[config.mk]
export PLATFORM = sky130hd
export DESIGN_NAME = crlf_command_line_framer_unit_flat
export DESIGN_NICKNAME = d
export VERILOG_FILES = /design/src/clf_pkg.sv /design/src/clf_if.sv /design/src/clf_ram.sv /design/src/clf_front.sv /design/src/clf_back.sv /design/src/crlf_command_line_framer_unit.sv /design/src/flat_wrapper.sv
export SDC_FILE = /design/constraint.sdc
export NUM_CORES = 1
export LEC_CHECK = 0
export ABC_AREA = 1
export BUFFER_PORTS_ARGS = -buffer_cell sky130_fd_sc_hd__buf_2
export CAP_MARGIN = 20
export CORE_MARGIN = 2
export CORE_UTILIZATION = 56
export DETAILED_ROUTE_END_ITERATION = 7
export PLACE_DENSITY = 0.76
export SYNTH_ARGS = -nofsm -noshare
export SYNTH_HDL_FRONTEND = slang
export SYNTH_SLANG_ARGS = --single-unit
[constraint.sdc]
create_clock -name clk -period 4.6 [get_ports clk]
set_input_delay 0.46 -clock clk [delete_from_list [all_inputs] [get_ports clk]]
set_output_delay 0.46 -clock clk [all_outputs]
set_load 0.05 [all_outputs]
[src/clf_pkg.sv]
// ----------------------------------------------------------------------------
// CR LF command line framer package
// Shared widths, characters, payload types and state codes.
// ----------------------------------------------------------------------------
package clf_pkg;

    localparam int LINE_DEPTH_DEF = 64;
    localparam int BYTE_W         = 8;
    localparam int TICK_W         = 32;
    localparam int TIMEOUT_W      = 16;
    localparam int CMD_LEN_W      = 6;

    localparam logic [BYTE_W-1:0]    CH_LF         = 8'h0A;
    localparam logic [BYTE_W-1:0]    CH_CR         = 8'h0D;
    localparam logic [BYTE_W-1:0]    CH_NUL        = 8'h00;
    localparam logic [TIMEOUT_W-1:0] TIMEOUT_RESET = 16'd100;

    // Command handed from the front to the back: the number of bytes to read out.
    typedef struct packed {
        logic                 valid;
        logic [CMD_LEN_W-1:0] len;
    } cmd_req_t;

    typedef struct packed {
        logic [BYTE_W-1:0]    cmd_byte;
        logic                 cmd_last;
        logic [CMD_LEN_W-1:0] cmd_length;
    } cmd_item_t;

    typedef enum logic {
        BACK_IDLE,
        BACK_READ
    } back_state_t;

endpackage

[src/clf_if.sv]
// ----------------------------------------------------------------------------
// CR LF command line framer channels
// Valid/ready channels for received bytes and for command output.
// ----------------------------------------------------------------------------
interface clf_rx_if;
    logic                            valid;
    logic                            ready;
    logic [clf_pkg::BYTE_W-1:0]      rx_byte;
    logic [clf_pkg::TICK_W-1:0]      now_tick;

    modport source (output valid, output rx_byte, output now_tick, input ready);
    modport sink   (input valid, input rx_byte, input now_tick, output ready);
endinterface

interface clf_cmd_if;
    logic                            valid;
    logic                            ready;
    logic [clf_pkg::BYTE_W-1:0]      cmd_byte;
    logic                            cmd_last;
    logic [clf_pkg::CMD_LEN_W-1:0]   cmd_length;

    modport source (output valid, output cmd_byte, output cmd_last, output cmd_length,
                    input ready);
    modport sink   (input valid, input cmd_byte, input cmd_last, input cmd_length,
                    output ready);
endinterface

[src/clf_ram.sv]
// ----------------------------------------------------------------------------
// Generic RAM
// One write port and one read port with registered read data.
// ----------------------------------------------------------------------------
module clf_ram #(
    parameter int WIDTH = 8,
    parameter int DEPTH = 64
) (
    input  logic                     clk,
    input  logic                     we,
    input  logic [$clog2(DEPTH)-1:0] waddr,
    input  logic [WIDTH-1:0]         wdata,
    input  logic                     re,
    input  logic [$clog2(DEPTH)-1:0] raddr,
    output logic [WIDTH-1:0]         rdata
);

    logic [WIDTH-1:0] mem [DEPTH];

    always_ff @(posedge clk)
    begin
        if (we)
        begin
            mem[waddr] <= wdata;
        end
        if (re)
        begin
            rdata <= mem[raddr];
        end
    end

endmodule

[src/clf_front.sv]
// ----------------------------------------------------------------------------
// CR LF framer front end
// Accepts bytes, applies the idle timeout, stores ordinary bytes and
// recognises a completed CR LF command.
// ----------------------------------------------------------------------------
module clf_front #(
    parameter int LINE_DEPTH = clf_pkg::LINE_DEPTH_DEF,
    parameter int AW         = $clog2(LINE_DEPTH)
) (
    input  logic                            clk,
    input  logic                            rst_n,
    clf_rx_if.sink                          rx,
    input  logic                            cfg_we,
    input  logic [clf_pkg::TIMEOUT_W-1:0]   cfg_wdata,
    input  logic                            back_busy,
    output logic                            ram_we,
    output logic [AW-1:0]                   ram_waddr,
    output logic [clf_pkg::BYTE_W-1:0]      ram_wdata,
    output clf_pkg::cmd_req_t               req
);

    localparam logic [AW:0] FULL_MARK = (AW+1)'(LINE_DEPTH - 2);
    localparam logic [AW:0] WRAP_MARK = (AW+1)'(LINE_DEPTH - 1);

    logic [AW-1:0]                  held_reg, held_next;
    logic                           last_cr_reg, last_cr_next;
    logic [clf_pkg::TICK_W-1:0]     prev_tick_reg, prev_tick_next;
    logic [clf_pkg::TIMEOUT_W-1:0]  timeout_reg, timeout_next;

    logic                           accept;
    logic [clf_pkg::TICK_W-1:0]     gap;
    logic                           timed_out;
    logic [AW-1:0]                  held_eff;
    logic                           is_cmd;
    logic                           too_full;
    logic [AW:0]                    held_inc;

    // A new request is taken only once the back end has finished reading the store.
    assign rx.ready = !back_busy;
    assign accept   = rx.valid && rx.ready;

    always_comb
    begin
        gap       = rx.now_tick - prev_tick_reg;
        timed_out = (held_reg != '0) &&
                    (gap > {{(clf_pkg::TICK_W - clf_pkg::TIMEOUT_W){1'b0}}, timeout_reg});
        held_eff  = timed_out ? '0 : held_reg;
        // The flag tracks the newest stored byte, which is valid whenever bytes are held.
        is_cmd    = (held_eff != '0) && (rx.rx_byte == clf_pkg::CH_LF) && last_cr_reg;
        too_full  = {1'b0, held_eff} >= FULL_MARK;
        held_inc  = {1'b0, held_eff} + (AW+1)'(1);
    end

    always_comb
    begin
        held_next      = held_reg;
        last_cr_next   = last_cr_reg;
        prev_tick_next = prev_tick_reg;
        timeout_next   = cfg_we ? cfg_wdata : timeout_reg;
        if (accept)
        begin
            prev_tick_next = rx.now_tick;
            if (is_cmd)
            begin
                held_next = '0;
            end
            else
            begin
                held_next    = (held_inc >= WRAP_MARK) ? '0 : held_inc[AW-1:0];
                last_cr_next = (rx.rx_byte == clf_pkg::CH_CR);
            end
        end
    end

    always_ff @(posedge clk or negedge rst_n)
    begin
        if (!rst_n)
        begin
            held_reg      <= '0;
            last_cr_reg   <= 1'b0;
            prev_tick_reg <= '0;
            timeout_reg   <= clf_pkg::TIMEOUT_RESET;
        end
        else
        begin
            held_reg      <= held_next;
            last_cr_reg   <= last_cr_next;
            prev_tick_reg <= prev_tick_next;
            timeout_reg   <= timeout_next;
        end
    end

    assign ram_we    = accept && !is_cmd;
    assign ram_waddr = held_eff;
    assign ram_wdata = rx.rx_byte;

    // The carriage return itself is not part of the command.
    assign req.valid = accept && is_cmd && !too_full;
    assign req.len   = clf_pkg::CMD_LEN_W'(held_eff - AW'(1));

endmodule

[src/clf_back.sv]
// ----------------------------------------------------------------------------
// CR LF framer back end
// Queues completed commands and streams their stored bytes and terminator
// through a two-entry output buffer.
// ----------------------------------------------------------------------------
module clf_back #(
    parameter int LINE_DEPTH = clf_pkg::LINE_DEPTH_DEF,
    parameter int AW         = $clog2(LINE_DEPTH)
) (
    input  logic                        clk,
    input  logic                        rst_n,
    input  clf_pkg::cmd_req_t           req,
    output logic                        busy,
    output logic                        ram_re,
    output logic [AW-1:0]               ram_raddr,
    input  logic [clf_pkg::BYTE_W-1:0]  ram_rdata,
    clf_cmd_if.source                   cmd
);

    clf_pkg::back_state_t           state_reg, state_next;

    logic [clf_pkg::CMD_LEN_W-1:0]  q_len_reg [2];
    logic                           q_wr_reg, q_rd_reg;
    logic [1:0]                     q_count_reg;
    logic                           q_pop;

    logic [clf_pkg::CMD_LEN_W-1:0]  cur_len_reg;
    logic [AW-1:0]                  idx_reg;
    logic                           at_end;
    logic                           issue;
    logic                           room;

    logic                           inflight_reg;
    logic                           infl_last_reg;
    logic [clf_pkg::CMD_LEN_W-1:0]  infl_len_reg;

    clf_pkg::cmd_item_t             buf_reg [2];
    clf_pkg::cmd_item_t             push_item;
    logic                           head_reg;
    logic [1:0]                     occ_reg;
    logic                           tail;
    logic                           pop_out;

    assign pop_out = cmd.valid && cmd.ready;
    assign at_end  = clf_pkg::CMD_LEN_W'(idx_reg) == cur_len_reg;
    // A read may start only if its data will find a free buffer slot.
    assign room    = (({1'b0, occ_reg} + {2'b0, inflight_reg}) - {2'b0, pop_out}) < 3'd2;

    always_comb
    begin
        state_next = state_reg;
        case (state_reg)
            clf_pkg::BACK_IDLE:
            begin
                if (q_count_reg != 2'd0)
                begin
                    state_next = clf_pkg::BACK_READ;
                end
            end
            clf_pkg::BACK_READ:
            begin
                if (room && at_end)
                begin
                    state_next = clf_pkg::BACK_IDLE;
                end
            end
            default:
            begin
                state_next = clf_pkg::BACK_IDLE;
            end
        endcase
    end

    always_comb
    begin
        q_pop = 1'b0;
        issue = 1'b0;
        case (state_reg)
            clf_pkg::BACK_IDLE:
            begin
                q_pop = (q_count_reg != 2'd0);
            end
            clf_pkg::BACK_READ:
            begin
                issue = room;
            end
            default:
            begin
                q_pop = 1'b0;
                issue = 1'b0;
            end
        endcase
    end

    assign ram_re    = issue && !at_end;
    assign ram_raddr = idx_reg;

    always_ff @(posedge clk or negedge rst_n)
    begin
        if (!rst_n)
        begin
            state_reg     <= clf_pkg::BACK_IDLE;
            q_wr_reg      <= 1'b0;
            q_rd_reg      <= 1'b0;
            q_count_reg   <= 2'd0;
            idx_reg       <= '0;
            inflight_reg  <= 1'b0;
            head_reg      <= 1'b0;
            occ_reg       <= 2'd0;
        end
        else
        begin
            state_reg    <= state_next;
            inflight_reg <= issue;
            if (req.valid)
            begin
                q_wr_reg <= !q_wr_reg;
            end
            if (q_pop)
            begin
                q_rd_reg <= !q_rd_reg;
                idx_reg  <= '0;
            end
            else if (issue && !at_end)
            begin
                idx_reg <= idx_reg + AW'(1);
            end
            q_count_reg <= q_count_reg + {1'b0, req.valid} - {1'b0, q_pop};
            head_reg    <= head_reg ^ pop_out;
            occ_reg     <= occ_reg + {1'b0, inflight_reg} - {1'b0, pop_out};
        end
    end

    assign tail = head_reg ^ occ_reg[0];

    always_comb
    begin
        push_item.cmd_byte   = infl_last_reg ? clf_pkg::CH_NUL : ram_rdata;
        push_item.cmd_last   = infl_last_reg;
        push_item.cmd_length = infl_len_reg;
    end

    always_ff @(posedge clk)
    begin
        if (req.valid)
        begin
            q_len_reg[q_wr_reg] <= req.len;
        end
        if (q_pop)
        begin
            cur_len_reg <= q_len_reg[q_rd_reg];
        end
        if (issue)
        begin
            infl_last_reg <= at_end;
            infl_len_reg  <= cur_len_reg;
        end
        if (inflight_reg)
        begin
            buf_reg[tail] <= push_item;
        end
    end

    assign busy           = (state_reg != clf_pkg::BACK_IDLE) || inflight_reg ||
                            (q_count_reg != 2'd0);
    assign cmd.valid      = (occ_reg != 2'd0);
    assign cmd.cmd_byte   = buf_reg[head_reg].cmd_byte;
    assign cmd.cmd_last   = buf_reg[head_reg].cmd_last;
    assign cmd.cmd_length = buf_reg[head_reg].cmd_length;

    a_buffer_never_overrun: assert property (@(posedge clk) disable iff (!rst_n)
        ({1'b0, occ_reg} + {2'b0, inflight_reg}) <= 3'd2)
        else $error("output buffer and read in flight exceed two entries");

    a_request_only_when_free: assert property (@(posedge clk) disable iff (!rst_n)
        req.valid |-> !busy)
        else $error("command request arrived while the back end was busy");

    a_terminator_is_zero: assert property (@(posedge clk) disable iff (!rst_n)
        (cmd.valid && cmd.cmd_last) |-> (cmd.cmd_byte == clf_pkg::CH_NUL))
        else $error("terminator result carries a non-zero byte");

endmodule

[src/crlf_command_line_framer_unit.sv]
// ----------------------------------------------------------------------------
// CR LF command line framer
// Collects received bytes into a line store and emits each CR LF terminated
// command as a stream of bytes followed by a zero terminator.
// ----------------------------------------------------------------------------
// Usage:
//   rx carries one received byte with its arrival tick per request. cmd carries
//   one command byte per request, then a zero byte with cmd_last set; every
//   request of a command carries its length in cmd_length.
//   cfg_we/cfg_wdata load the idle timeout in ticks; it is 100 after reset.
// Timing:
//   An ordinary byte is written to the line store and produces nothing. The line
//   feed that completes a command of N bytes yields N + 1 output requests; the
//   first passes through the command queue, the store read and the output buffer,
//   and the rest follow at one per cycle while cmd.ready stays high, paced by the
//   single read port of the line store. rx.ready stays low from the cycle after
//   that line feed until the last byte has been read from the store.
// Reset:
//   Clears the held count, the previous tick and all queued output; the line
//   store needs no clearing. When cmd.ready is low the two-entry output buffer
//   fills, reading stops, and rx stays stalled until the read-out completes.
// ----------------------------------------------------------------------------
module crlf_command_line_framer_unit #(
    parameter int LINE_DEPTH = clf_pkg::LINE_DEPTH_DEF
) (
    input  logic                           clk,
    input  logic                           rst_n,
    clf_rx_if.sink                         rx,
    clf_cmd_if.source                      cmd,
    input  logic                           cfg_we,
    input  logic [clf_pkg::TIMEOUT_W-1:0]  cfg_wdata
);

    localparam int AW = $clog2(LINE_DEPTH);

    clf_pkg::cmd_req_t               req;
    logic                            back_busy;
    logic                            ram_we;
    logic [AW-1:0]                   ram_waddr;
    logic [clf_pkg::BYTE_W-1:0]      ram_wdata;
    logic                            ram_re;
    logic [AW-1:0]                   ram_raddr;
    logic [clf_pkg::BYTE_W-1:0]      ram_rdata;

    clf_front #(
        .LINE_DEPTH (LINE_DEPTH),
        .AW         (AW)
    ) u_front (
        .clk        (clk),
        .rst_n      (rst_n),
        .rx         (rx),
        .cfg_we     (cfg_we),
        .cfg_wdata  (cfg_wdata),
        .back_busy  (back_busy),
        .ram_we     (ram_we),
        .ram_waddr  (ram_waddr),
        .ram_wdata  (ram_wdata),
        .req        (req)
    );

    clf_ram #(
        .WIDTH (clf_pkg::BYTE_W),
        .DEPTH (LINE_DEPTH)
    ) u_line_store (
        .clk   (clk),
        .we    (ram_we),
        .waddr (ram_waddr),
        .wdata (ram_wdata),
        .re    (ram_re),
        .raddr (ram_raddr),
        .rdata (ram_rdata)
    );

    clf_back #(
        .LINE_DEPTH (LINE_DEPTH),
        .AW         (AW)
    ) u_back (
        .clk        (clk),
        .rst_n      (rst_n),
        .req        (req),
        .busy       (back_busy),
        .ram_re     (ram_re),
        .ram_raddr  (ram_raddr),
        .ram_rdata  (ram_rdata),
        .cmd        (cmd)
    );

endmodule

[src/flat_wrapper.sv]
// flat-port wrapper written by rule: the top's interface ports become plain ports
module crlf_command_line_framer_unit_flat 
#(
    parameter int LINE_DEPTH = clf_pkg::LINE_DEPTH_DEF
)
  (clk, rst_n, cfg_we, cfg_wdata, rx_valid, rx_rx_byte, rx_now_tick, rx_ready, cmd_valid, cmd_cmd_byte, cmd_cmd_last, cmd_cmd_length, cmd_ready);
  clf_rx_if rx_i ();
  clf_cmd_if cmd_i ();
  input  logic clk;
  input  logic rst_n;
  input  logic cfg_we;
  input  logic [clf_pkg::TIMEOUT_W-1:0] cfg_wdata;
  input wire logic [$bits(rx_i.valid)-1:0] rx_valid;
  input wire logic [$bits(rx_i.rx_byte)-1:0] rx_rx_byte;
  input wire logic [$bits(rx_i.now_tick)-1:0] rx_now_tick;
  output wire logic [$bits(rx_i.ready)-1:0] rx_ready;
  output wire logic [$bits(cmd_i.valid)-1:0] cmd_valid;
  output wire logic [$bits(cmd_i.cmd_byte)-1:0] cmd_cmd_byte;
  output wire logic [$bits(cmd_i.cmd_last)-1:0] cmd_cmd_last;
  output wire logic [$bits(cmd_i.cmd_length)-1:0] cmd_cmd_length;
  input wire logic [$bits(cmd_i.ready)-1:0] cmd_ready;
  assign rx_i.valid = rx_valid;
  assign rx_i.rx_byte = rx_rx_byte;
  assign rx_i.now_tick = rx_now_tick;
  assign rx_ready = rx_i.ready;
  assign cmd_valid = cmd_i.valid;
  assign cmd_cmd_byte = cmd_i.cmd_byte;
  assign cmd_cmd_last = cmd_i.cmd_last;
  assign cmd_cmd_length = cmd_i.cmd_length;
  assign cmd_i.ready = cmd_ready;
  crlf_command_line_framer_unit #(.LINE_DEPTH(LINE_DEPTH)) u_core (.clk(clk), .rst_n(rst_n), .rx(rx_i), .cmd(cmd_i), .cfg_we(cfg_we), .cfg_wdata(cfg_wdata));
endmodule
## Yosys cells after proc, flatten, opt, wreduce, memory -nomap -nowiden

Memories as Yosys holds them, arrays and structs flattened. A register that Yosys moved wholly into a read port is not among the register bits.
Cells that the tools add are included.

| storage, ports and cells | value |
|---|---|
| memories | 3 |
| input port bits | 61 |
| output and inout port bits | 17 |
| memory bits (writable) | 554 |
| word-level logic and storage cells | 79 |
| bits in registers | 77 |

Memory list:

| memory | depth | width | rd ports | clocked after Yosys merged registers in | wr ports | line | RTL |
|---|---|---|---|---|---|---|---|
| u_core.u_line_store.mem | 64 | 8 | 1 | 1 | 1 | clf_ram.sv:18 | `logic [WIDTH-1:0] mem [DEPTH];` |
| u_core.u_back.buf_reg | 2 | 15 | 1 | 0 | 1 | clf_back.sv:37 | `clf_pkg::cmd_item_t buf_reg [2];` |
| u_core.u_back.q_len_reg | 2 | 6 | 1 | 1 | 1 | clf_back.sv:22 | `logic [clf_pkg::CMD_LEN_W-1:0] q_len_reg [2];` |

| operators by class | value |
|---|---|
| $lt $le $gt $ge | 4 |
| muxes and demuxes | 17 |
| equal/unequal tests | 3 |
| reduce and logical (&&, ||, !) cells | 24 |
| bitwise logic cells | 4 |
| $add $sub $neg | 10 |

Operators with widths:

| cell | number |
|---|---|
| > comparator 32 x 16 -> 1 bit | 1 |
| subtractor 32 bit | 1 |
| two-way mux 6 bit | 5 |
| equality test 8 x 4 -> 1 bit, second input constant | 2 |
| nonzero test 6 bit | 2 |
| logical AND 1 bit | 10 |
| two-way mux 1 bit | 10 |
| two-way mux 8 bit | 1 |
| adder 6 x 1 -> 7 bit, second input constant | 1 |
| >= comparator 7 x 6 -> 1 bit, second input constant | 1 |
| adder 6 x 1 -> 6 bit, second input constant | 1 |
| equality test 6 bit | 1 |
| >= comparator 6 bit, second input constant | 1 |
| logical NOT 1 bit | 6 |
| nonzero test 2 bit | 3 |
| subtractor 6 x 1 -> 6 bit, second input constant | 1 |
| adder 2 x 1 -> 2 bit | 2 |
| subtractor 2 x 1 -> 2 bit | 2 |
| adder 2 x 1 -> 3 bit | 1 |
| < comparator 3 x 2 -> 1 bit, second input constant | 1 |
| subtractor 3 x 1 -> 3 bit | 1 |
| logical OR 1 bit | 2 |
| inverter 1 bit | 2 |
| one-hot mux 1 bit (2 select lines) | 1 |
| 2 further kinds | 3 |

## Logic depth before layout (Yosys ltp)

Gate-level depths: netlist of the first run.

| logic depth | value |
|---|---|
| depth in word-level cells | 11 |
| depth in mapped cells | 37 |

## Modules after synthesis

Synthesis of the first run repeated with hierarchy kept, for this count alone.

| unflattened totals | value |
|---|---|
| cells, all modules | 3033 |
| area, all modules | 30136.4 um2 |

Modules (own cells, without submodules):

| module | cells each | times used | area each (um2) | seq. area each (um2) |
|---|---|---|---|---|
| clf_ram | 1805 | 1 | 21419.3 | 15615.0 |
| clf_front | 970 | 1 | 5795.6 | 1380.1 |
| clf_back | 258 | 1 | 2921.6 | 2026.9 |

## Worst setup path after synthesis of the first run

Ideal clock, no wire load.

| timing | value |
|---|---|
| path kind | input to register |
| from | input port rx_now_tick[0] |
| to | memory u_core.u_line_store.mem[57][0], enable pin |
| arrival time | 4.115 ns |
| buffers on the path | 0 |
| cell stages on the path | 31 |
| setup slack | 0.115 ns |
| setup time | 0.370 ns |
| path through | inv_1 ha_1 fa_1 inv_1 nand2_1 nand3_1 nand2_1 nand2_2 xor2_1 ha_1 nand2_1 nor2_1 nand3_1 nor2_1 nand2_1 nand3_1 nand2_1 nand3_1 nor2_1 nand2_1 nor2_4 nand2_8 nand2_4 nand2_1 ha_1 nand3_1 nand2_2 nand3_4 inv_4 nand4_2 nor2_1 |

| between the ends | value |
|---|---|
| longest elaborated chain between the ends | 11 |

Ends and longest elaborated chain:

| what | line | RTL |
|---|---|---|
| start, declared | flat_wrapper.sv:15 | `input wire logic [$bits(rx_i.now_tick)-1:0] rx_now_tick;` |
| subtractor 32 bit * | clf_front.sv:44 | `gap = rx.now_tick - prev_tick_reg;` |
| > comparator 32 x 16 -> 1 bit * | clf_front.sv:46 | `(gap > {{(clf_pkg::TICK_W - clf_pkg::TIMEOUT_W){1'b0}}, timeout_reg});` |
| logical AND 1 bit * | clf_front.sv:45 | `timed_out = (held_reg != '0) &&` |
| two-way mux 6 bit * | clf_front.sv:47 | `held_eff = timed_out ? '0 : held_reg;` |
| nonzero test 6 bit | clf_front.sv:49 | `is_cmd = (held_eff != '0) && (rx.rx_byte == clf_pkg::CH_LF) && last_cr_reg;` |
| logical AND 1 bit (2 in a row) | clf_front.sv:49 |  |
| logical NOT 1 bit | clf_front.sv:93 | `assign ram_we = accept && !is_cmd;` |
| logical AND 1 bit | clf_front.sv:93 |  |
| two-way mux 1 bit | clf_ram.sv:22 | `if (we)` |
| two-way mux 1 bit (not written as such) | clf_ram.sv:24 | `mem[waddr] <= wdata;` |
| end, declared | clf_ram.sv:18 |  |

Every way passes the cells marked *; elsewhere a longest branch is shown, timed or not.

## Final worst setup path of the first run

| timing | value |
|---|---|
| from | register u_core.u_front.prev_tick_reg[0] (netlist bit) |
| to | memory u_core.u_line_store.mem[2][4], enable pin |

| between the ends | value |
|---|---|
| longest elaborated chain between the ends | 11 |

Ends and longest elaborated chain:

| what | line | RTL |
|---|---|---|
| start, declared | clf_front.sv:27 | `logic [clf_pkg::TICK_W-1:0] prev_tick_reg, prev_tick_next;` |
| start signal, assigned | clf_front.sv:88 | `prev_tick_reg <= prev_tick_next;` |
| subtractor 32 bit * | clf_front.sv:44 |  |
| > comparator 32 x 16 -> 1 bit * | clf_front.sv:46 |  |
| logical AND 1 bit * | clf_front.sv:45 |  |
| two-way mux 6 bit * | clf_front.sv:47 |  |
| nonzero test 6 bit | clf_front.sv:49 |  |
| logical AND 1 bit (2 in a row) | clf_front.sv:49 |  |
| logical NOT 1 bit | clf_front.sv:93 |  |
| logical AND 1 bit | clf_front.sv:93 |  |
| two-way mux 1 bit | clf_ram.sv:22 |  |
| two-way mux 1 bit (not written as such) | clf_ram.sv:24 |  |

Marks and branches as above.

==> reports/metrics.yaml, run 1 <==
layout:
  syn_to_final_growth_pct: 18.1
  drive_gt1_share_pct: 19.1
  final_cell_area_um2: 33900
  final_util_pct: 66.6
  largest_register_ff_count: 512
  fin_cells: 3585
  antenna_cells: 0
  nets: 2975
clocking:
  h-tree-depth: 3
  cts_tree: "done"
  clk_latency_ns: 0.60
  cts_made_buffers: 67
  clk_pin_slew_ns: 0.06
  cts_sinks: 645
  clockBufferDepth: 3
  root_buffer: "clkbuf_16"
worst_setup_path:
  worst-r2r-setup-slack_ns: 0.14
  critPathRequiredTime_ns: 4.94
  ff2ff_path_depth: 31
  arrival_ns: 4.80
  cp_slowest_stage_delay_ns: 0.41
  crit_type: "reg -> reg"
  path_buf_inv: 6
  cp_max_fo: 8
  start_kind: "flop"
  r2r-end: "u_core.u_line_store.mem[2][4]$_DFFE_PP_"
  r2r_start: "u_core.u_front.prev_tick_reg[0]$_DFFE_PN0P_"
  cp_slowest_cell: "dfrtp_1"
  cp-end-kind: "flop"
  path_common_cell: "nand3_2"
  crit_family: "simple AND/OR/NAND/NOR gates"
floorplan:
  die_h_um: 231
  dieArea_um2: 53100
  start_util_pct: 56.4
  die_x_um: 231
  core_region_area_um2: 51000
  io_pins: 78
  rows: 83
sta:
  period_minus_slack_ns: 4.46
  fin_crit_sh_pct: 97.1
  fin_skew_ns: 0.0219
  setup_viol: 0
  timing.slew.headroom_pct: 27.9
  hold_viol: 0
  worstMarginPinSlew_ns: 1.08
  rsz0062_at_grt: "yes"
  timing.fmax_ghz: 0.224
  drv_slew: 0
synthesis:
  synth.ff_latch_count: 645
  mappedNetlistNets: 2754
  synth_edf_count: 575
  syn-cell-area_um2: 28700
  ys_types: 57
  yosys_warnings: 0
  yosys_most_used_dff: "edfxtp_1"
  synthArstFlopShare_pct: 10.9
  synth.avg_cell_area_um2: 10.9
  syn_inst: 2635
  yosysSeqAreaShare_pct: 66.2
hold_path:
  worstHoldEndpoint: "u_core.u_front.timeout_reg[1]$_DFFE_PN0P_"
  holdPathStages: 3
  holdCritStartpoint: "cfg_wdata[1]"
  min_path_type: "in -> reg"
detailed_routing:
  dr.pass1.iters: 6
  ant_nets: 0
  drc: 0
  vias: 21100
  wl_um: 76300
  drt_iter0_drc: 2419
  wl_per_cell_um: 21.3
  viasPerCell: 5.88
global_routing:
  grt_pass1_wl_um: 117000
  grt_max_degree: 258
  met3_usage_pct: 4.59
  antenna_found_initial: 1
  grt_pass1_vias: 20700
  grtUsageMet1_pct: 37.8
  globalRouteMet2Util_pct: 46.9
  grt_use_total_pct: 28.7
  gr-total-overflow: 0
  grt_busiest_layer: "met2"
power:
  cellLeakagePower_nw: 13.0
  ir_drop_mv: 0.429
  power_density_nw_per_um2: 519
run_status:
  status: "finished clean"
placement:
  placed_cell_area_um2: 31000
  gp_congestion: 0.924
  port_buffers: 77
  dp.cells: 3456
  dp_hpwl_um: 48200
flow_run:
  drv_cap: 0
-- metal layers --
layer	part of all wire, %	vias to the layer above	wire (um)
met1	39	10100	29400
met5	0	-	0
met4	5.0	0	3780
li1	-	9640	-
met2	48	1149	36400
met3	8.8	213	6740
-- cells in the final DEF (no fill, tap or decap), types with 25 or more instances in the layout --
cell and instances:
a21oi_1 64, ha_1 40, nand2_1 411, buf_4 179, nor2_4 27, clkbuf_16 69
o22ai_1 76, inv_1 213, nand3_1 62, buf_2 76, edfxtp_1 575, nand4_1 39
nor2_1 375, o221ai_1 52, nand2_2 25, dfrtp_1 65, o21ai_0 281, nor2_2 40
-- synth_stat cells, drive strengths merged (4+ instances only) --
cell / n / share of area (%)
inv: 232 / 3.0
edfxtp: 575 / 60
o22ai: 76 / 1.7
nand3: 81 / 1.6
xnor2: 8 / 0.24
ha: 56 / 2.4
dfrtp: 67 / 5.8
xor2: 20 / 0.61
clkbuf: 120 / 1.6
o211ai: 12 / 0.31
o221ai: 52 / 1.6
a32o: 6 / 0.21
a31oi: 6 / 0.13
nand2: 444 / 6.1
nor2: 443 / 6.1
buf: 4 / 0.087
o21ai: 286 / 5.0
nor3: 11 / 0.26
nand4: 40 / 0.89
a21oi: 70 / 1.3
-- where the power goes --
part,switching [mW],internal (mW)
clock,2.22,3.21
combinational,3.83,1.41
sequential,0.187,6.75
total,6.24,11.4
-- tightest hold or removal path: cells and delay by family --
family	cells	cell delay, ns
compound gates	1	0.06
buf+inv	1	0.08
simple gates	1	0.04
-- through the flow --
stage | hold slack [ns] | power [mW] | setup TNS (ns) | setup slack [ns]
after floorplan | 0.164 | 10.3 | 0 | 0.115
after global placement | 0.427 | 12.0 | -31.53 | -0.190
after detailed placement | 0.435 | 12.1 | -104.00 | -0.389
after CTS | 0.0617 | 17.5 | -5.54 | -0.149
after global routing | 0.0940 | 18.3 | -36.99 | -0.165
final | 0.0805 | 17.6 | 0 | 0.135
-- layout make-up --
type                       instances  area [um^2]
fill                            3667        17100
clock inverter                    36          378
timing repair buffer             276         2040
inverter                         235          902
tap                              680          851
multi-input combinational       1631         8920
clock buffer                      82         1820
sequential                       645        19000
-- cell families (layout without fill, tap and decap cells) --
| logic type | Yosys count | in the layout | synth area share [%] |
|---|---|---|---|
| AND/OR/NAND/NOR | 1031 | 1031 | 15.2 |
| adder cells (fa/ha/maj) | 58 | 58 | 2.58 |
| AO/OA/AOI/OAI | 512 | 512 | 10.3 |
| XOR/XNOR | 28 | 28 | 0.853 |
| multiplexers | 2 | 2 | 0.0784 |
| flip-flops | 645 | 645 | 66.2 |
| buffers and inverters | 359 | 629 | 4.73 |
-- worst max-delay path by stage --
stage | start | endpoint | slack (ns) | cells after the start
CTS | u_core.u_front.prev_tick_reg[6]$_DFFE_PN0P_ | u_core.u_line_store.mem[17][2]$_DFFE_PP_ | -0.15 | 32
global placement | rx_now_tick[9] | u_core.u_line_store.mem[36][5]$_DFFE_PP_ | -0.19 | 32
floorplan | rx_now_tick[0] | u_core.u_line_store.mem[57][0]$_DFFE_PP_ | 0.11 | 31
finish | u_core.u_front.prev_tick_reg[0]$_DFFE_PN0P_ | u_core.u_line_store.mem[2][4]$_DFFE_PP_ | 0.14 | 31
detailed placement | rx_now_tick[6] | u_core.u_line_store.mem[9][0]$_DFFE_PP_ | -0.39 | 32
global route | u_core.u_front.prev_tick_reg[0]$_DFFE_PN0P_ | u_core.u_front.held_reg[1]$_DFFE_PN0P_ | -0.17 | 33
-- what timing repair did --
item	4_1_cts	5_1_grt
hold buffers	1	0
pin swaps	0	22
setup endpoints to repair	192	533
gates resized for setup	19	133
setup buffers	0	11
endpoints found under the hold margin	34	0
(Power assumes the default switching activity.)
==> run 2: changes to the inputs <==
--- a/config.mk
+++ b/config.mk
@@ -6,5 +6,4 @@
 export NUM_CORES = 1
 export LEC_CHECK = 0
-export ABC_AREA = 1
 export BUFFER_PORTS_ARGS = -buffer_cell sky130_fd_sc_hd__buf_2
 export CAP_MARGIN = 20
@@ -13,4 +12,5 @@
 export DETAILED_ROUTE_END_ITERATION = 7
 export PLACE_DENSITY = 0.76
+export SLEW_MARGIN = 10
 export SYNTH_ARGS = -nofsm -noshare
 export SYNTH_HDL_FRONTEND = slang
==> constraint.sdc (replaced) <==
create_clock -name clk -period 4.6 [get_ports clk]
set_input_delay 0 -clock clk [delete_from_list [all_inputs] [get_ports clk]]
set_output_delay 0 -clock clk [all_outputs]
set_load 0.05 [all_outputs]
==> run 2 against run 1 <==
- sequential cell count stayed put
- core utilization grew 3.1 points
- sequential share of layout area decreased by 0.23 points
- worst setup slack got worse by 0.70 ns
- the flow now finishes with violations (setup timing)
- worst hold slack got worse by 0.017 ns
- non-clock buffer count rose by 81
- clock skew rose by 0.0070 ns
- register-to-register slack got worse by 0.70 ns
==> reports/metrics.yaml, run 2 <==
sta:
  fin_skew_ns: 0.0289  # +0.00697 ns
  hold_viol: 0  # unchanged
  fin_crit_sh_pct: 112  # +15 points
  rsz0062_at_grt: "yes"
  fin_ws_ns: -0.567  # -0.702 ns
  setup_viol: 538  # +538
  timing.slew.headroom_pct: 32.5  # +4.6 points
  worstMarginPinSlew_ns: 1.01  # -0.0730 ns
  holdWs_ns: 0.0639  # -0.0165 ns
  timing.fmax_ghz: 0.194  # -14%
  drv_slew: 0  # unchanged
  period_minus_slack_ns: 5.17  # +0.702 ns
synthesis:
  yosys.area.top_type_share_pct: 62.1  # +2.0 points
  synth_commonest_cells: "edfxtp_1 (575), mux4_2 (168), nand2_1 (109), nor2_1 (105), inv_1 (76)"
  synth.avg_cell_area_um2: 16.8  # +54%
  synth.ff_latch_count: 645  # unchanged
  mappedNetlistNets: 1776  # -36%
  yosys_most_used_dff: "edfxtp_1"
  yosys_warnings: 0  # unchanged
  netlist_top_cells_area: "edfxtp_1 (62%), mux4_2 (14%), dfrtp_1 (6.0%), ha_1 (2.5%), nand2_1 (1.5%)"
  yosysTopAreaCell: "edfxtp_1"
  syn_inst: 1657  # -37%
  synth_most_common_cell: "edfxtp_1"
  yosysSeqAreaShare_pct: 68.4  # +2.2 points
  synthArstFlopShare_pct: 10.9  # unchanged
  ys_types: 75  # +32%
  syn-cell-area_um2: 27800  # -3.2%
  synth_edf_count: 575  # unchanged
floorplan:
  core_region_area_um2: 49000  # -4.0%
  die_h_um: 227  # -1.6%
  start_util_pct: 56.8  # +0.49 points
  io_pins: 78  # unchanged
  rows: 81  # -2.4%
  dieArea_um2: 51500  # -3.1%
  die_x_um: 227  # -1.6%
clocking:
  root_buffer: "clkbuf_16"
  clockBufferDepth: 3  # unchanged
  cts_tree: "done"
  cts_made_buffers: 66  # -1.5%
  clk_pin_slew_ns: 0.07  # about the same
  clk_latency_ns: 0.61  # about the same
  cts_sinks: 645  # unchanged
  h-tree-depth: 3  # unchanged
worst_setup_path:
  worst-r2r-setup-slack_ns: -0.57  # -0.70 ns
  r2r-end: "u_core.u_front.held_reg[2]$_DFFE_PN0P_"
  cp_slowest_stage_delay_ns: 0.39  # -0.02 ns
  cp-end-kind: "flop"
  ff2ff_path_depth: 28  # -9.7%
  cp_slowest_cell: "dfrtp_1"
  crit_type: "reg -> reg"
  r2r_start: "u_core.u_front.prev_tick_reg[0]$_DFFE_PN0P_"
  start_kind: "flop"
  critPathRequiredTime_ns: 5.06  # +0.12 ns
  crit_end: "u_core.u_front.held_reg[2]$_DFFE_PN0P_"
  cp_max_fo: 4  # -4
  startpoint: "u_core.u_front.prev_tick_reg[0]$_DFFE_PN0P_"
  arrival_ns: 5.63  # +0.83 ns
power:
  ir_drop_mv: 0.300  # -30%
  power_density_nw_per_um2: 399  # -23%
  power_mw: 13.6  # -23%
  cellLeakagePower_nw: 11.6  # -10%
placement:
  port_buffers: 77  # unchanged
  place_ws_ns: -0.641  # -0.252 ns
  gp_congestion: 0.903  # -2.4%
  dp_hpwl_um: 41900  # -13%
layout:
  largest_register_ff_count: 512  # unchanged
  drive_gt1_share_pct: 33.4  # +14 points
  nets: 2114  # -29%
  layout_common_cells: "edfxtp_1 (575), mux4_2 (168), buf_4 (165)"
  final_util_pct: 69.6  # +3.1 points
  syn_to_final_growth_pct: 22.5
  mostFrequentLayoutCell: "edfxtp_1"
  antenna_cells: 0  # unchanged
detailed_routing:
  wl_per_cell_um: 25.8  # +21%
  vias: 16800  # -20%
  ant_nets: 0  # unchanged
  drt_iter0_drc: 1626  # -33%
  drc: 0  # unchanged
  wl_um: 70000  # -8.3%
  viasPerCell: 6.19  # +5.2%
  dr.pass1.iters: 7  # +1
global_routing:
  grt_pass1_wl_um: 104000  # -11%
  grt_use_total_pct: 27.6  # -1.1 points
  gr-total-overflow: 0  # unchanged
  grt_max_degree: 66  # -74%
  grt_pass1_vias: 16800  # -19%
  antenna_found_initial: 0  # -1
run_status:
  violations: "setup timing"
  status: "finished, violations left"
flow_run:
  drv_cap: 0  # unchanged
hold_path:
  min_path_type: "in -> reg"
[run 2: cell types whose count changed after synthesis, sizes merged, moves of 65 or more]
cell    delta
nor2     -338
clkbuf    -65
mux4     +168
nand2    -335
nand3     -65
o22ai     -72
inv      -155
o21ai    -210
[run 2: worst max-delay path: cells and delay by family (launching register included)]
kind / cells / cell delay [ns]
xor+xnor: 2 / 0.31
buf+inv: 3 / 0.48
compound gates: 7 / 0.99
simple gates: 12 / 1.84
flops: 1 / 0.39
fa+ha+maj: 4 / 1.05
[run 2: worst min path at each step]
stage	startpoint	endpoint	slack, ns	cells past startpoint
6_report	rx_valid	u_core.u_line_store.mem[3][3]$_DFFE_PP_	0.06	4
2_1_floorplan	rst_n	u_core.u_back.head_reg$_DFF_PN0_	-0.30	0
3_3_place_gp	rst_n	u_core.u_front.prev_tick_reg[18]$_DFFE_PN0P_	-0.14	1
3_5_place_dp	rst_n	u_core.u_front.prev_tick_reg[19]$_DFFE_PN0P_	-0.14	1
5_1_grt	rx_valid	u_core.u_line_store.mem[3][3]$_DFFE_PP_	0.07	4
4_1_cts	rx_rx_byte[4]	u_core.u_front.last_cr_reg$_DFFE_PN0P_	0.07	5
[run 2: what timing repair did]
action                                  in CTS  in global routing
hold buffers                                82                  0
pin swaps                                   29                 38
gates resized for setup                     57                 52
endpoints found under the setup margin     538                540
setup buffers                               10                 22
endpoints found under the hold margin      116                  0
[run 2: kinds of logic (layout without fill, tap and decap cells)]
family | count (synthesis) | after routing | synth area share, %
adders and majority gates | 59 | 59 | 2.70
xor gates and xnor gates | 44 | 44 | 1.38
DFF | 645 | 645 | 68.4
AOI/OAI and AO/OA | 209 | 209 | 4.77
buffers and inverters | 164 | 556 | 2.30
muxes | 195 | 195 | 14.7
and+or+nand+nor | 341 | 341 | 5.81
[run 2: final cells by class]
class                           count  area, um^2
Multi-Input combinational cell    848        8790
Fill cell                        3009       14900
Clock inverter                     38         459
Sequential cell                   645       19000
Timing Repair Buffer              357        2900
Clock buffer                       84        1780
Tap cell                          664         831
Inverter                           77         289
[run 2: layer usage]
metal | track usage [%] | wire, um | vias up
met4 | 10.3 | 2680 | 0
met1 | 37.9 | 27700 | 8576
met3 | 4.82 | 5170 | 166
met5 | 0 | 0 | -
met2 | 44.9 | 34500 | 862
li1 | - | - | 7176
[run 2: report_power, final]
part | internal, mW | switching, mW | total (mW)
sequential | 6.43 | 0.0648 | 6.49
clock | 3.28 | 2.28 | 5.56
combinational | 0.654 | 0.886 | 1.54
total | 10.4 | 3.23 | 13.6
[run 2: per-stage QoR]
stage | setup TNS [ns] | area, um^2 | instances
5_1_grt | -311.58 | 34100 | 2713
3_5_place_dp | -235.73 | 30500 | 2488
2_1_floorplan | -169.71 | 28100 | 1657
3_3_place_gp | -166.28 | 30500 | 2488
6_report | -188.81 | 34100 | 2713
4_1_cts | -147.88 | 33800 | 2699
